--- config.mk ---
export PLATFORM = sky130hd
export DESIGN_NAME = line_follow_pid_drive_core
export DESIGN_NICKNAME = d
export VERILOG_FILES = /design/src/rtl/core/lfpd_pkg.sv /design/src/rtl/core/line_follow_pid_drive_core.sv /design/src/rtl/core/lfpd_serial_div.sv /design/src/rtl/core/lfpd_serial_mul.sv
export VERILOG_INCLUDE_DIRS = /design/src /design/src/rtl/core
export SDC_FILE = /design/constraint.sdc
export NUM_CORES = 2
export LEC_CHECK = 0
export BUFFER_PORTS_ARGS = -buffer_cell sky130_fd_sc_hd__buf_2
export CAP_MARGIN = 25
export CORE_ASPECT_RATIO = 0.6
export CORE_UTILIZATION = 57
export CTS_CLUSTER_SIZE = 14
export DETAILED_ROUTE_END_ITERATION = 8
export PLACE_DENSITY = 0.76
export SLEW_MARGIN = 10
export SYNTH_ARGS = -nofsm -noshare
export SYNTH_HDL_FRONTEND = slang
export SYNTH_SLANG_ARGS = --single-unit
--- constraint.sdc ---
create_clock -name clk -period 9.8 [get_ports clk]
set_input_delay 1.47 -clock clk [delete_from_list [all_inputs] [get_ports clk]]
set_output_delay 1.47 -clock clk [all_outputs]
set_load 0.03 [all_outputs]
--- src/rtl/core/line_follow_pid_drive_core_assert.svh ---
// Assertion macros for the line follower drive core.
// Both macros sample on the rising edge of clk and stay quiet while rst_n is low.
`ifndef LINE_FOLLOW_PID_DRIVE_CORE_ASSERT_SVH
`define LINE_FOLLOW_PID_DRIVE_CORE_ASSERT_SVH

// Check a consequence in the same cycle as its cause.
`define LFPD_ASSERT_SAME(label, ante, cons, msg) \
  label: assert property (@(posedge clk) disable iff (!rst_n) (ante) |-> (cons)) \
    else $error(msg);

// Check a consequence in the cycle after its cause.
`define LFPD_ASSERT_NEXT(label, ante, cons, msg) \
  label: assert property (@(posedge clk) disable iff (!rst_n) (ante) |=> (cons)) \
    else $error(msg);

`endif

--- src/rtl/core/lfpd_pkg.sv ---
`timescale 1ns / 1ps

package lfpd_pkg;

  // Default build parameters
  localparam int NUM_SENSORS_DEF = 5;
  localparam int SENSOR_BITS_DEF = 10;

  // Field and register widths
  localparam int GAIN_W     = 20;
  localparam int BASE_W     = 15;
  localparam int LIM_W      = 19;
  localparam int LEAK_W     = 16;
  localparam int ERR_W      = 15;
  localparam int INTEG_W    = 20;
  localparam int DIFF_W     = 16;
  localparam int DRIVE_W    = 16;
  localparam int CFG_DATA_W = 20;
  localparam int CFG_IDX_W  = 3;

  // Register reset values
  localparam int GAIN_PROP_RST  = 64000;
  localparam int GAIN_INTEG_RST = 77;
  localparam int GAIN_DERIV_RST = 102400;
  localparam int BASE_SPEED_RST = 13107;
  localparam int INTEG_LIM_RST  = 409600;
  localparam int INTEG_LEAK_RST = 58982;

  // Serial divider: quotient bits per run, and the correction divisor
  localparam int DIV_QB    = 17;
  localparam int PID_DIV   = 6400;
  localparam int PID_DIV_W = 13;

  // Serial multiplier operand widths and the PID accumulator
  localparam int MUL_AW = 20;
  localparam int MUL_BW = 20;
  localparam int PROD_W = MUL_AW + MUL_BW;
  localparam int PID_W  = PROD_W + 3;

  // Fixed-point shifts and limits
  localparam int ERR_FRAC_SH = 11;
  localparam int LEAK_SH     = 16;
  localparam int ERR_MAX     = 16383;
  localparam int DRIVE_MAX   = 16384;
  localparam int CORR_W      = DIV_QB;

  typedef enum logic [CFG_IDX_W-1:0] {
    CFG_GAIN_PROP  = 3'd0,
    CFG_GAIN_INTEG = 3'd1,
    CFG_GAIN_DERIV = 3'd2,
    CFG_BASE_SPEED = 3'd3,
    CFG_INTEG_LIM  = 3'd4,
    CFG_INTEG_LEAK = 3'd5
  } cfg_idx_t;

  typedef enum logic [3:0] {
    ST_IDLE,
    ST_SUM,
    ST_EDIV_GO,
    ST_EDIV_WAIT,
    ST_LEAK_GO,
    ST_LEAK_WAIT,
    ST_PID_GO,
    ST_PID_WAIT,
    ST_CDIV_GO,
    ST_CDIV_WAIT,
    ST_DRIVE
  } state_t;

  typedef enum logic [1:0] {
    TERM_P,
    TERM_I,
    TERM_D
  } term_t;

  // Status of a serial arithmetic unit
  typedef struct packed {
    logic busy;
    logic done;
  } unit_sts_t;

endpackage

--- src/rtl/core/line_follow_pid_drive_core.sv ---
// An accepted item goes into the sums one sensor per cycle, then through an error divide,
// a leak multiply, three term multiplies and a correction divide on the shared serial units;
// the error divide is skipped when the line is lost and the correction divide when the
// correction saturates. A new item is taken only once the last result has been loaded.
// Reset (synchronous, rst_n low): registers take their default gains, the integral and the
// previous error clear to zero, and the output channel empties.
`timescale 1ns / 1ps
`include "line_follow_pid_drive_core_assert.svh"

module line_follow_pid_drive_core #(
  parameter int NUM_SENSORS = lfpd_pkg::NUM_SENSORS_DEF,
  parameter int SENSOR_BITS = lfpd_pkg::SENSOR_BITS_DEF,
  localparam int IN_W       = NUM_SENSORS * SENSOR_BITS,
  localparam int IN_TDATA_W = ((IN_W + 7) / 8) * 8
) (
  input  logic                            clk,
  input  logic                            rst_n,
  // in_tdata: sensor_0, sensor_1, ... sensor_N-1, SENSOR_BITS each, then zero fill
  input  logic                            in_tvalid,
  output logic                            in_tready,
  input  logic [IN_TDATA_W-1:0]           in_tdata,
  // out_tdata: left_drive [15:0], right_drive [31:16]
  output logic                            out_tvalid,
  input  logic                            out_tready,
  output logic [2*lfpd_pkg::DRIVE_W-1:0]  out_tdata,
  // out_tuser: line_lost
  output logic                            out_tuser,
  input  logic                            cfg_wr_en,
  input  logic [lfpd_pkg::CFG_IDX_W-1:0]  cfg_index,
  input  logic [lfpd_pkg::CFG_DATA_W-1:0] cfg_wdata
);

  localparam int IDX_W  = $clog2(NUM_SENSORS);
  localparam int WT_W   = IDX_W + 1;
  localparam int TOT_W  = SENSOR_BITS + $clog2(NUM_SENSORS);
  localparam int WSUM_W = TOT_W + $clog2(NUM_SENSORS) + 1;
  localparam int EDVD_W = WSUM_W + lfpd_pkg::ERR_FRAC_SH;
  localparam int DVW    = (TOT_W > lfpd_pkg::PID_DIV_W) ? TOT_W : lfpd_pkg::PID_DIV_W;
  localparam int DRV_W  = lfpd_pkg::BASE_W + 4;
  localparam int ACC_W  = lfpd_pkg::INTEG_W + 1;

  localparam int ERR_W   = lfpd_pkg::ERR_W;
  localparam int INTEG_W = lfpd_pkg::INTEG_W;
  localparam int DIFF_W  = lfpd_pkg::DIFF_W;
  localparam int PID_W   = lfpd_pkg::PID_W;
  localparam int PROD_W  = lfpd_pkg::PROD_W;
  localparam int DIV_QB  = lfpd_pkg::DIV_QB;
  localparam int CORR_W  = lfpd_pkg::CORR_W;
  localparam int DRIVE_W = lfpd_pkg::DRIVE_W;

  // Configuration registers
  logic [lfpd_pkg::GAIN_W-1:0] gain_prop_r, gain_integ_r, gain_deriv_r;
  logic [lfpd_pkg::BASE_W-1:0] base_speed_r;
  logic [lfpd_pkg::LIM_W-1:0]  integ_limit_r;
  logic [lfpd_pkg::LEAK_W-1:0] integ_leak_r;

  // Control and carried state
  lfpd_pkg::state_t state_r, state_nxt;
  lfpd_pkg::term_t  term_r, term_nxt;
  logic [IDX_W-1:0] idx_r;
  logic signed [ERR_W-1:0]   last_error_r;
  logic signed [INTEG_W-1:0] integ_acc_r;
  logic out_tvalid_r, out_tvalid_nxt;

  // Working registers
  logic [SENSOR_BITS-1:0]    sens_r [NUM_SENSORS];
  logic [TOT_W-1:0]          tot_r;
  logic signed [WSUM_W-1:0]  wsum_r;
  logic signed [ERR_W-1:0]   err_r;
  logic                      lost_r;
  logic signed [INTEG_W-1:0] integ_r;
  logic signed [DIFF_W-1:0]  diff_r;
  logic signed [PID_W-1:0]   pid_acc_r;
  logic                      corr_neg_r;
  logic [CORR_W-1:0]         corr_mag_r;
  logic [2*DRIVE_W-1:0]      out_tdata_r;
  logic                      out_tuser_r;

  // Unit handshakes
  logic                       div_start, mul_start, out_load, out_free;
  lfpd_pkg::unit_sts_t        div_sts, mul_sts;
  logic [DVW-1:0]             div_dvs, div_rem_init;
  logic [DIV_QB-1:0]          div_low, div_quo;
  logic [lfpd_pkg::MUL_AW-1:0] mul_a;
  logic [lfpd_pkg::MUL_BW-1:0] mul_b;
  logic [PROD_W-1:0]          mul_prod;

  // ---------------------------------------------------------------------------
  // Configuration writes
  always_ff @(posedge clk) begin
    if (!rst_n) begin
      gain_prop_r   <= lfpd_pkg::GAIN_W'(lfpd_pkg::GAIN_PROP_RST);
      gain_integ_r  <= lfpd_pkg::GAIN_W'(lfpd_pkg::GAIN_INTEG_RST);
      gain_deriv_r  <= lfpd_pkg::GAIN_W'(lfpd_pkg::GAIN_DERIV_RST);
      base_speed_r  <= lfpd_pkg::BASE_W'(lfpd_pkg::BASE_SPEED_RST);
      integ_limit_r <= lfpd_pkg::LIM_W'(lfpd_pkg::INTEG_LIM_RST);
      integ_leak_r  <= lfpd_pkg::LEAK_W'(lfpd_pkg::INTEG_LEAK_RST);
    end else if (cfg_wr_en) begin
      unique case (lfpd_pkg::cfg_idx_t'(cfg_index))
        lfpd_pkg::CFG_GAIN_PROP:  gain_prop_r   <= cfg_wdata[lfpd_pkg::GAIN_W-1:0];
        lfpd_pkg::CFG_GAIN_INTEG: gain_integ_r  <= cfg_wdata[lfpd_pkg::GAIN_W-1:0];
        lfpd_pkg::CFG_GAIN_DERIV: gain_deriv_r  <= cfg_wdata[lfpd_pkg::GAIN_W-1:0];
        lfpd_pkg::CFG_BASE_SPEED: base_speed_r  <= cfg_wdata[lfpd_pkg::BASE_W-1:0];
        lfpd_pkg::CFG_INTEG_LIM:  integ_limit_r <= cfg_wdata[lfpd_pkg::LIM_W-1:0];
        lfpd_pkg::CFG_INTEG_LEAK: integ_leak_r  <= cfg_wdata[lfpd_pkg::LEAK_W-1:0];
        default: ;
      endcase
    end
  end

  // ---------------------------------------------------------------------------
  // Centroid sums: weight of the sensor at the head of the shift line
  logic signed [WT_W-1:0]          wt;
  logic signed [WT_W+SENSOR_BITS:0] ws_prod;

  assign wt      = $signed(WT_W'({idx_r, 1'b0}) - WT_W'(NUM_SENSORS - 1));
  assign ws_prod = wt * $signed({1'b0, sens_r[0]});

  // Error dividend |wsum| * 2048, split for the divider
  logic [WSUM_W-1:0] wsum_abs;
  logic [EDVD_W-1:0] edvd, edvd_top;

  assign wsum_abs = wsum_r[WSUM_W-1] ? WSUM_W'(0) - wsum_r : wsum_r;
  assign edvd     = {wsum_abs, {lfpd_pkg::ERR_FRAC_SH{1'b0}}};
  assign edvd_top = edvd >> DIV_QB;

  // Saturate the centroid quotient and restore its sign
  logic signed [ERR_W-1:0] err_q;
  always_comb begin
    if (wsum_r[WSUM_W-1]) begin
      err_q = $signed(ERR_W'(0) - div_quo[ERR_W-1:0]);
    end else if (div_quo > DIV_QB'(lfpd_pkg::ERR_MAX)) begin
      err_q = ERR_W'(lfpd_pkg::ERR_MAX);
    end else begin
      err_q = $signed(div_quo[ERR_W-1:0]);
    end
  end

  // ---------------------------------------------------------------------------
  // Leaky integral: truncate |acc| * leak / 65536, restore sign, add error, clamp
  logic [INTEG_W-1:0]       acc_abs, leak_mag;
  logic signed [ACC_W-1:0]  leak_s, integ_sum, lim_s, integ_clamp;

  assign acc_abs   = integ_acc_r[INTEG_W-1] ? INTEG_W'(0) - integ_acc_r : integ_acc_r;
  assign leak_mag  = mul_prod[lfpd_pkg::LEAK_SH+INTEG_W-1:lfpd_pkg::LEAK_SH];
  assign leak_s    = integ_acc_r[INTEG_W-1] ? $signed(ACC_W'(0) - {1'b0, leak_mag})
                                            : $signed({1'b0, leak_mag});
  assign integ_sum = leak_s + ACC_W'(err_r);
  assign lim_s     = $signed(ACC_W'(integ_limit_r));

  always_comb begin
    priority if (integ_sum > lim_s) begin
      integ_clamp = lim_s;
    end else if (integ_sum < -lim_s) begin
      integ_clamp = -lim_s;
    end else begin
      integ_clamp = integ_sum;
    end
  end

  // ---------------------------------------------------------------------------
  // PID term operands
  logic [lfpd_pkg::GAIN_W-1:0] term_gain;
  logic signed [INTEG_W-1:0]   term_val;
  logic [INTEG_W-1:0]          term_abs;
  logic signed [PID_W-1:0]     pid_add;

  always_comb begin
    unique case (term_r)
      lfpd_pkg::TERM_P: begin
        term_gain = gain_prop_r;
        term_val  = INTEG_W'(err_r);
      end
      lfpd_pkg::TERM_I: begin
        term_gain = gain_integ_r;
        term_val  = integ_r;
      end
      lfpd_pkg::TERM_D: begin
        term_gain = gain_deriv_r;
        term_val  = INTEG_W'(diff_r);
      end
      default: begin
        term_gain = gain_deriv_r;
        term_val  = INTEG_W'(diff_r);
      end
    endcase
  end

  assign term_abs = term_val[INTEG_W-1] ? INTEG_W'(0) - term_val : term_val;
  assign pid_add  = $signed(PID_W'(mul_prod));

  always_comb begin
    unique case (term_r)
      lfpd_pkg::TERM_P: term_nxt = lfpd_pkg::TERM_I;
      lfpd_pkg::TERM_I: term_nxt = lfpd_pkg::TERM_D;
      default:          term_nxt = lfpd_pkg::TERM_P;
    endcase
  end

  // Correction dividend |pid|, split for the divider; flag a quotient past 17 bits
  logic [PID_W-1:0] pid_abs, pid_top;
  logic             corr_ovf;

  assign pid_abs  = pid_acc_r[PID_W-1] ? PID_W'(0) - pid_acc_r : pid_acc_r;
  assign pid_top  = pid_abs >> DIV_QB;
  assign corr_ovf = (pid_top >= PID_W'(lfpd_pkg::PID_DIV));

  // ---------------------------------------------------------------------------
  // Wheel drives: base -/+ correction, saturated to full scale
  logic signed [DRV_W-1:0]   base_s, corr_s, left_raw, right_raw;
  logic signed [DRIVE_W-1:0] left_sat, right_sat;

  function automatic logic signed [DRIVE_W-1:0] sat_drive(input logic signed [DRV_W-1:0] v);
    logic signed [DRIVE_W-1:0] r;
    priority if (v > $signed(DRV_W'(lfpd_pkg::DRIVE_MAX))) begin
      r = DRIVE_W'(lfpd_pkg::DRIVE_MAX);
    end else if (v < -$signed(DRV_W'(lfpd_pkg::DRIVE_MAX))) begin
      r = -$signed(DRIVE_W'(lfpd_pkg::DRIVE_MAX));
    end else begin
      r = v[DRIVE_W-1:0];
    end
    return r;
  endfunction

  assign base_s    = $signed(DRV_W'(base_speed_r));
  assign corr_s    = corr_neg_r ? $signed(DRV_W'(0) - DRV_W'(corr_mag_r))
                                : $signed(DRV_W'(corr_mag_r));
  assign left_raw  = base_s - corr_s;
  assign right_raw = base_s + corr_s;
  assign left_sat  = sat_drive(left_raw);
  assign right_sat = sat_drive(right_raw);

  // ---------------------------------------------------------------------------
  // Shared unit operand selection
  always_comb begin
    if (state_r == lfpd_pkg::ST_EDIV_GO) begin
      div_dvs      = DVW'(tot_r);
      div_rem_init = edvd_top[DVW-1:0];
      div_low      = edvd[DIV_QB-1:0];
    end else begin
      div_dvs      = DVW'(lfpd_pkg::PID_DIV);
      div_rem_init = pid_top[DVW-1:0];
      div_low      = pid_abs[DIV_QB-1:0];
    end
  end

  always_comb begin
    if (state_r == lfpd_pkg::ST_LEAK_GO) begin
      mul_a = lfpd_pkg::MUL_AW'(integ_leak_r);
      mul_b = acc_abs;
    end else begin
      mul_a = term_gain;
      mul_b = term_abs;
    end
  end

  lfpd_serial_div #(
    .DVW (DVW),
    .QB  (DIV_QB)
  ) u_div (
    .clk      (clk),
    .rst_n    (rst_n),
    .start    (div_start),
    .divisor  (div_dvs),
    .rem_init (div_rem_init),
    .low_bits (div_low),
    .quo      (div_quo),
    .sts      (div_sts)
  );

  lfpd_serial_mul #(
    .AW (lfpd_pkg::MUL_AW),
    .BW (lfpd_pkg::MUL_BW)
  ) u_mul (
    .clk   (clk),
    .rst_n (rst_n),
    .start (mul_start),
    .op_a  (mul_a),
    .op_b  (mul_b),
    .prod  (mul_prod),
    .sts   (mul_sts)
  );

  // ---------------------------------------------------------------------------
  // Sequencer: next state
  assign out_free = !out_tvalid_r || out_tready;

  always_comb begin
    state_nxt = state_r;
    unique case (state_r)
      lfpd_pkg::ST_IDLE:
        if (in_tvalid) state_nxt = lfpd_pkg::ST_SUM;
      lfpd_pkg::ST_SUM:
        if (idx_r == IDX_W'(NUM_SENSORS - 1)) state_nxt = lfpd_pkg::ST_EDIV_GO;
      lfpd_pkg::ST_EDIV_GO:
        state_nxt = (tot_r == '0) ? lfpd_pkg::ST_LEAK_GO : lfpd_pkg::ST_EDIV_WAIT;
      lfpd_pkg::ST_EDIV_WAIT:
        if (div_sts.done) state_nxt = lfpd_pkg::ST_LEAK_GO;
      lfpd_pkg::ST_LEAK_GO:
        state_nxt = lfpd_pkg::ST_LEAK_WAIT;
      lfpd_pkg::ST_LEAK_WAIT:
        if (mul_sts.done) state_nxt = lfpd_pkg::ST_PID_GO;
      lfpd_pkg::ST_PID_GO:
        state_nxt = lfpd_pkg::ST_PID_WAIT;
      lfpd_pkg::ST_PID_WAIT:
        if (mul_sts.done) begin
          state_nxt = (term_r == lfpd_pkg::TERM_D) ? lfpd_pkg::ST_CDIV_GO
                                                   : lfpd_pkg::ST_PID_GO;
        end
      lfpd_pkg::ST_CDIV_GO:
        state_nxt = corr_ovf ? lfpd_pkg::ST_DRIVE : lfpd_pkg::ST_CDIV_WAIT;
      lfpd_pkg::ST_CDIV_WAIT:
        if (div_sts.done) state_nxt = lfpd_pkg::ST_DRIVE;
      lfpd_pkg::ST_DRIVE:
        if (out_free) state_nxt = lfpd_pkg::ST_IDLE;
      default:
        state_nxt = lfpd_pkg::ST_IDLE;
    endcase
  end

  // Sequencer: outputs
  always_comb begin
    in_tready = 1'b0;
    div_start = 1'b0;
    mul_start = 1'b0;
    out_load  = 1'b0;
    unique case (state_r)
      lfpd_pkg::ST_IDLE:    in_tready = 1'b1;
      lfpd_pkg::ST_EDIV_GO: div_start = (tot_r != '0);
      lfpd_pkg::ST_LEAK_GO: mul_start = 1'b1;
      lfpd_pkg::ST_PID_GO:  mul_start = 1'b1;
      lfpd_pkg::ST_CDIV_GO: div_start = !corr_ovf;
      lfpd_pkg::ST_DRIVE:   out_load  = out_free;
      default: ;
    endcase
  end

  // Output valid: set on load, drop once taken
  always_comb begin
    out_tvalid_nxt = out_tvalid_r;
    if (out_load) begin
      out_tvalid_nxt = 1'b1;
    end else if (out_tready) begin
      out_tvalid_nxt = 1'b0;
    end
  end

  // ---------------------------------------------------------------------------
  // Control registers and carried state
  always_ff @(posedge clk) begin
    if (!rst_n) begin
      state_r      <= lfpd_pkg::ST_IDLE;
      term_r       <= lfpd_pkg::TERM_P;
      idx_r        <= '0;
      last_error_r <= '0;
      integ_acc_r  <= '0;
      out_tvalid_r <= 1'b0;
    end else begin
      state_r      <= state_nxt;
      out_tvalid_r <= out_tvalid_nxt;
      if (in_tvalid && in_tready) begin
        idx_r <= '0;
      end else if (state_r == lfpd_pkg::ST_SUM) begin
        idx_r <= idx_r + 1'b1;
      end
      if (state_r == lfpd_pkg::ST_LEAK_WAIT && mul_sts.done) begin
        term_r <= lfpd_pkg::TERM_P;
      end else if (state_r == lfpd_pkg::ST_PID_WAIT && mul_sts.done) begin
        term_r <= term_nxt;
      end
      // Commit error and integral together with the result
      if (out_load) begin
        last_error_r <= err_r;
        integ_acc_r  <= integ_r;
      end
    end
  end

  // Datapath registers
  always_ff @(posedge clk) begin
    unique case (state_r)
      lfpd_pkg::ST_IDLE: begin
        if (in_tvalid) begin
          for (int i = 0; i < NUM_SENSORS; i++) begin
            sens_r[i] <= in_tdata[i*SENSOR_BITS +: SENSOR_BITS];
          end
          tot_r  <= '0;
          wsum_r <= '0;
        end
      end
      lfpd_pkg::ST_SUM: begin
        // Take one sensor into the sums and advance the shift line
        tot_r  <= tot_r + TOT_W'(sens_r[0]);
        wsum_r <= wsum_r + WSUM_W'(ws_prod);
        for (int i = 0; i < NUM_SENSORS - 1; i++) begin
          sens_r[i] <= sens_r[i+1];
        end
      end
      lfpd_pkg::ST_EDIV_GO: begin
        lost_r <= (tot_r == '0);
        if (tot_r == '0) begin
          err_r <= last_error_r;
        end
      end
      lfpd_pkg::ST_EDIV_WAIT: begin
        if (div_sts.done) begin
          err_r <= err_q;
        end
      end
      lfpd_pkg::ST_LEAK_WAIT: begin
        if (mul_sts.done) begin
          integ_r   <= integ_clamp[INTEG_W-1:0];
          diff_r    <= DIFF_W'(err_r) - DIFF_W'(last_error_r);
          pid_acc_r <= '0;
        end
      end
      lfpd_pkg::ST_PID_WAIT: begin
        if (mul_sts.done) begin
          pid_acc_r <= term_val[INTEG_W-1] ? pid_acc_r - pid_add : pid_acc_r + pid_add;
        end
      end
      lfpd_pkg::ST_CDIV_GO: begin
        corr_neg_r <= pid_acc_r[PID_W-1];
        if (corr_ovf) begin
          corr_mag_r <= '1;
        end
      end
      lfpd_pkg::ST_CDIV_WAIT: begin
        if (div_sts.done) begin
          corr_mag_r <= div_quo;
        end
      end
      lfpd_pkg::ST_DRIVE: begin
        if (out_free) begin
          out_tdata_r <= {right_sat, left_sat};
          out_tuser_r <= lost_r;
        end
      end
      default: ;
    endcase
  end

  assign out_tvalid = out_tvalid_r;
  assign out_tdata  = out_tdata_r;
  assign out_tuser  = out_tuser_r;

  // ---------------------------------------------------------------------------
  // Assertions
  `LFPD_ASSERT_SAME(a_div_busy_state, div_sts.busy, state_r == lfpd_pkg::ST_EDIV_WAIT || state_r == lfpd_pkg::ST_CDIV_WAIT, "divider runs outside a divide wait")
  `LFPD_ASSERT_SAME(a_mul_busy_state, mul_sts.busy, state_r == lfpd_pkg::ST_LEAK_WAIT || state_r == lfpd_pkg::ST_PID_WAIT, "multiplier runs outside a multiply wait")
  `LFPD_ASSERT_NEXT(a_accept_to_sum, in_tvalid && in_tready, state_r == lfpd_pkg::ST_SUM && idx_r == '0, "accepted item did not start the sums")

endmodule

--- src/rtl/core/lfpd_serial_div.sv ---
`timescale 1ns / 1ps

// Restoring divider, one quotient bit per cycle. The caller hands in the
// dividend as a top part (below the divisor) and QB low bits.
module lfpd_serial_div #(
  parameter int DVW = lfpd_pkg::PID_DIV_W,
  parameter int QB  = lfpd_pkg::DIV_QB
) (
  input  logic                clk,
  input  logic                rst_n,
  input  logic                start,
  input  logic [DVW-1:0]      divisor,
  input  logic [DVW-1:0]      rem_init,
  input  logic [QB-1:0]       low_bits,
  output logic [QB-1:0]       quo,
  output lfpd_pkg::unit_sts_t sts
);

  localparam int CNT_W = $clog2(QB + 1);

  logic [DVW-1:0]   dvs_r;
  logic [DVW-1:0]   rem_r, rem_nxt;
  logic [QB-1:0]    sh_r, sh_nxt;
  logic [CNT_W-1:0] cnt_r;
  logic             busy_r, done_r;
  logic [DVW:0]     trial, trial_sub;
  logic             ge;

  // Bring down the next dividend bit and try the subtraction
  assign trial     = {rem_r, sh_r[QB-1]};
  assign trial_sub = trial - {1'b0, dvs_r};
  assign ge        = (trial >= {1'b0, dvs_r});
  assign rem_nxt   = ge ? trial_sub[DVW-1:0] : trial[DVW-1:0];
  assign sh_nxt    = {sh_r[QB-2:0], ge};

  // Sequence the run
  always_ff @(posedge clk) begin
    if (!rst_n) begin
      busy_r <= 1'b0;
      done_r <= 1'b0;
      cnt_r  <= '0;
    end else begin
      done_r <= 1'b0;
      if (start) begin
        busy_r <= 1'b1;
        cnt_r  <= CNT_W'(QB);
      end else if (busy_r) begin
        cnt_r <= cnt_r - 1'b1;
        if (cnt_r == CNT_W'(1)) begin
          busy_r <= 1'b0;
          done_r <= 1'b1;
        end
      end
    end
  end

  // Load operands, then step remainder and quotient
  always_ff @(posedge clk) begin
    if (start) begin
      dvs_r <= divisor;
      rem_r <= rem_init;
      sh_r  <= low_bits;
    end else if (busy_r) begin
      rem_r <= rem_nxt;
      sh_r  <= sh_nxt;
    end
  end

  assign quo      = sh_r;
  assign sts.busy = busy_r;
  assign sts.done = done_r;

endmodule

--- src/rtl/core/lfpd_serial_mul.sv ---
`timescale 1ns / 1ps

// Shift-add multiplier on unsigned operands, one multiplier bit per cycle.
module lfpd_serial_mul #(
  parameter int AW = lfpd_pkg::MUL_AW,
  parameter int BW = lfpd_pkg::MUL_BW
) (
  input  logic                clk,
  input  logic                rst_n,
  input  logic                start,
  input  logic [AW-1:0]       op_a,
  input  logic [BW-1:0]       op_b,
  output logic [AW+BW-1:0]    prod,
  output lfpd_pkg::unit_sts_t sts
);

  localparam int CNT_W = $clog2(BW + 1);

  logic [AW-1:0]    a_r;
  logic [AW+BW-1:0] prod_r, prod_nxt;
  logic [CNT_W-1:0] cnt_r;
  logic             busy_r, done_r;
  logic [AW:0]      upper;

  // Add the multiplicand when the low multiplier bit is set, then shift right
  assign upper    = {1'b0, prod_r[AW+BW-1:BW]} + {1'b0, (prod_r[0] ? a_r : '0)};
  assign prod_nxt = {upper, prod_r[BW-1:1]};

  // Sequence the run
  always_ff @(posedge clk) begin
    if (!rst_n) begin
      busy_r <= 1'b0;
      done_r <= 1'b0;
      cnt_r  <= '0;
    end else begin
      done_r <= 1'b0;
      if (start) begin
        busy_r <= 1'b1;
        cnt_r  <= CNT_W'(BW);
      end else if (busy_r) begin
        cnt_r <= cnt_r - 1'b1;
        if (cnt_r == CNT_W'(1)) begin
          busy_r <= 1'b0;
          done_r <= 1'b1;
        end
      end
    end
  end

  // Load operands, then step the partial product
  always_ff @(posedge clk) begin
    if (start) begin
      a_r    <= op_a;
      prod_r <= {{AW{1'b0}}, op_b};
    end else if (busy_r) begin
      prod_r <= prod_nxt;
    end
  end

  assign prod     = prod_r;
  assign sts.busy = busy_r;
  assign sts.done = done_r;

endmodule

==> flow_summary.toml <==
[die]
core_um2 = 59500
initial_core_util_pct = 58.0
dieHeight_um = 193
placementRows = 69
die_area_um2 = 61500
die_w_um = 320
io_pins = 119

[sta]
slew_violations = 0
min_period_over_period_pct = 68.3
fin_skew_ns = 0.0266
fin_crit_ns = 6.70
finalHoldViolations = 0
finalSetupTns_ns = 0
tightest_slew_ns = 1.16
setup_viol = 0
worst_slack_ns = 3.10
rsz0062_at_grt = "no"
timing.fmax_mhz = 149
slew_headroom_pct = 21.3

[placed_design]
placed_area_um2 = 35600
place.gp.congestion = 0.966
dpl_worst_slack_ns = 3.32
port_buffers = 112
dp_hpwl_um = 69500
dp_cells = 4711

[yosys]
async_flop_share_pct = 0
synth_area_um2 = 34500
synth_top_area_share_pct = 26.8
synth_cells = 3979
ys.flop_type = "edfxtp_1"
synth_cell_types = 82
ys_warn_count = 0
yosys-top-cells-area = "edfxtp_1, dfxtp_1, ha_1, nand2_1, xnor2_1"
synth_edf_count = 308
syn_nets = 4333
synth-seq-cells = 497
synth_common_cells = "nand2_1, nor2_1, edfxtp_1"
yosysMostFrequentCell = "nand2_1"
ys_seq_area_share_pct = 37.8
avgSynthCellArea_um2 = 8.67
synth_top_area_cell = "edfxtp_1"

[route]
via_count = 29028
drt_pre_antenna_iters = 6
wirelength_um = 93400
drt_iter0_markers = 3578
final_antenna_net_count = 0
wl_per_cell_um = 19.4
drc = 0
via_per_inst = 6.04

[clock_network]
cts_buffers = 49
clock_sinks = 497
cts_tree = "built"
clockBufferDepth = 3
hold_buffers = 0
htreeDepth = 2
cts.clk_slew.worst_paths_ns = 0.07
post_cts_buffers = 0
cts_resized = 0
clk_latency_ns = 0.63
cts_root_buffer = "clkbuf_16"

[cells_and_area]
final_net_count = 4339
num-fill-cells = 5046
final_area_um2 = 37200
drive_gt1_share_pct = 6.81
stdcell_count = 4805
antenna_cells = 0
seqCellArea_um2 = 13000
syn2layout_area_growth_pct = 7.95
fin_util_pct = 62.6
multi_input_area_um2 = 20000

[pwr]
power_density_nw_per_um2 = 254
irDropWorstVdd_mv = 0.254
leakagePower_nw = 14.7

[global_routing]
grt_overflow = 0
antenna_found_initial = 0
global_route.usage.total_pct = 30.0
grt_pass1_wl_um = 146000
grt_max_degree = 90
first_global_vias = 25448

[critical_path]
worstSetupStartpointType = "flip-flop"
worstPathRequired_ns = 10.17
endpoint_kind = "flip-flop"
worst_ep_arrival_time_ns = 7.07
worstPathMaxFanout = 19
worstSetupPathType = "reg -> reg"

[flow_run]
drv_cap = 0

[min_path]
hold_path.class = "reg -> reg"

[outcome]
status = "finished, final reports clean"
where the power goes:
part	leakage (nW)	switching, mW	internal [mW]
clock	0.784	0.871	1.09
combinational	9.49	2.55	1.83
sequential	4.42	0.385	2.73
worst max-delay path, stage by stage, from the launching register on:
cell and delay [ns]:
dfxtp_1 0.41, or4_1 0.59, or3_1 0.40, or2_1 0.35, nand2_1 0.14, xnor2_1 0.18, ha_1 0.35, and3_1 0.18
nor2b_1 0.13, a211oi_1 0.20, a21boi_0 0.44, inv_1 0.08, a21oi_1 0.18, xnor2_1 0.13, ha_1 0.32, nand4_1 0.14
nor4_1 0.77, a211o_1 0.23, o21ai_0 0.09, a311oi_1 0.27, buf_4 0.26, nor2_1 0.07, buf_4 0.21, mux2_2 0.30
cells by family (layout without fill, tap and decap cells):
logic type	after synthesis	in the layout	share of synthesized area (%)
AOI/OAI and AO/OA	926	926	17.4
adders and majority gates	270	270	10.4
buffers and inverters	386	431	4.24
and+or+nand+nor	1508	1508	19.9
muxes	80	80	2.35
DFF	497	497	37.8
xor gates and xnor gates	312	312	7.92
per-layer routing:
layer  track usage [%]  routed length, µm  up-vias
li1                  -                  -    14079
met1              48.9              45400    13562
met2              38.3              34900     1292
met3              8.55              12100       95
met4              4.73               1040        0
met5                 0                  0        -
registers in the layout (all words and copies together), names as in the netlist, 20 cells and up:
name,flops
out_tdata,32
gain_prop_r,20
integ_r,20
u_mul.prod,40
sens_r,50
gain_integ_r,20
gain_deriv_r,20
integ_acc_r,20
pid_acc_r,43
u_mul.a_r,20
final timing paths:
kind                                startpoint           to  slack, ns  depth (start not counted)
worst min register to register          lost_r    out_tuser       0.43                          0
worst max-delay path            u_mul.prod[22]  integ_r[16]       3.10                         23
worst min-delay path                    lost_r    out_tuser       0.43                          0
worst max register to register  u_mul.prod[22]  integ_r[16]       3.10                         23
per-stage QoR:
| stage | hold slack (ns) | power (mW) |
|---|---|---|
| after floorplan | 0.400 | 6.44 |
| after global placement | 0.403 | 7.32 |
| after detailed placement | 0.417 | 7.43 |
| after CTS | 0.432 | 9.40 |
| after global routing | 0.446 | 10.2 |
| final | 0.433 | 9.45 |
cells in the final DEF (no fill, tap or decap), types with 41 or more instances in the layout:
cell type / instances
nor3_1: 101
mux2i_1: 71
clkbuf_16: 52
xnor2_1: 195
xor2_1: 117
dfxtp_1: 186
buf_2: 111
o21ai_0: 224
nor2b_1: 45
nand2b_1: 57
a21oi_1: 205
inv_1: 188
edfxtp_1: 308
a21boi_0: 127
a21o_1: 44
and3_1: 41
nand2_1: 660
ha_1: 242
nand3_1: 90
o31ai_1: 60
nor2_1: 321
area by class of cell:
| cell class | instances | area share [%] |
|---|---|---|
| multi-input cells | 3096 | 53.7 |
| flip-flops and latches | 497 | 35.0 |
| clock buffers | 70 | 3.81 |
| well taps | 781 | 2.63 |
| repair buffers | 151 | 2.37 |
| inverters | 190 | 1.92 |
| clock inverters | 20 | 0.508 |
Power figures use the tool's default switching activity.
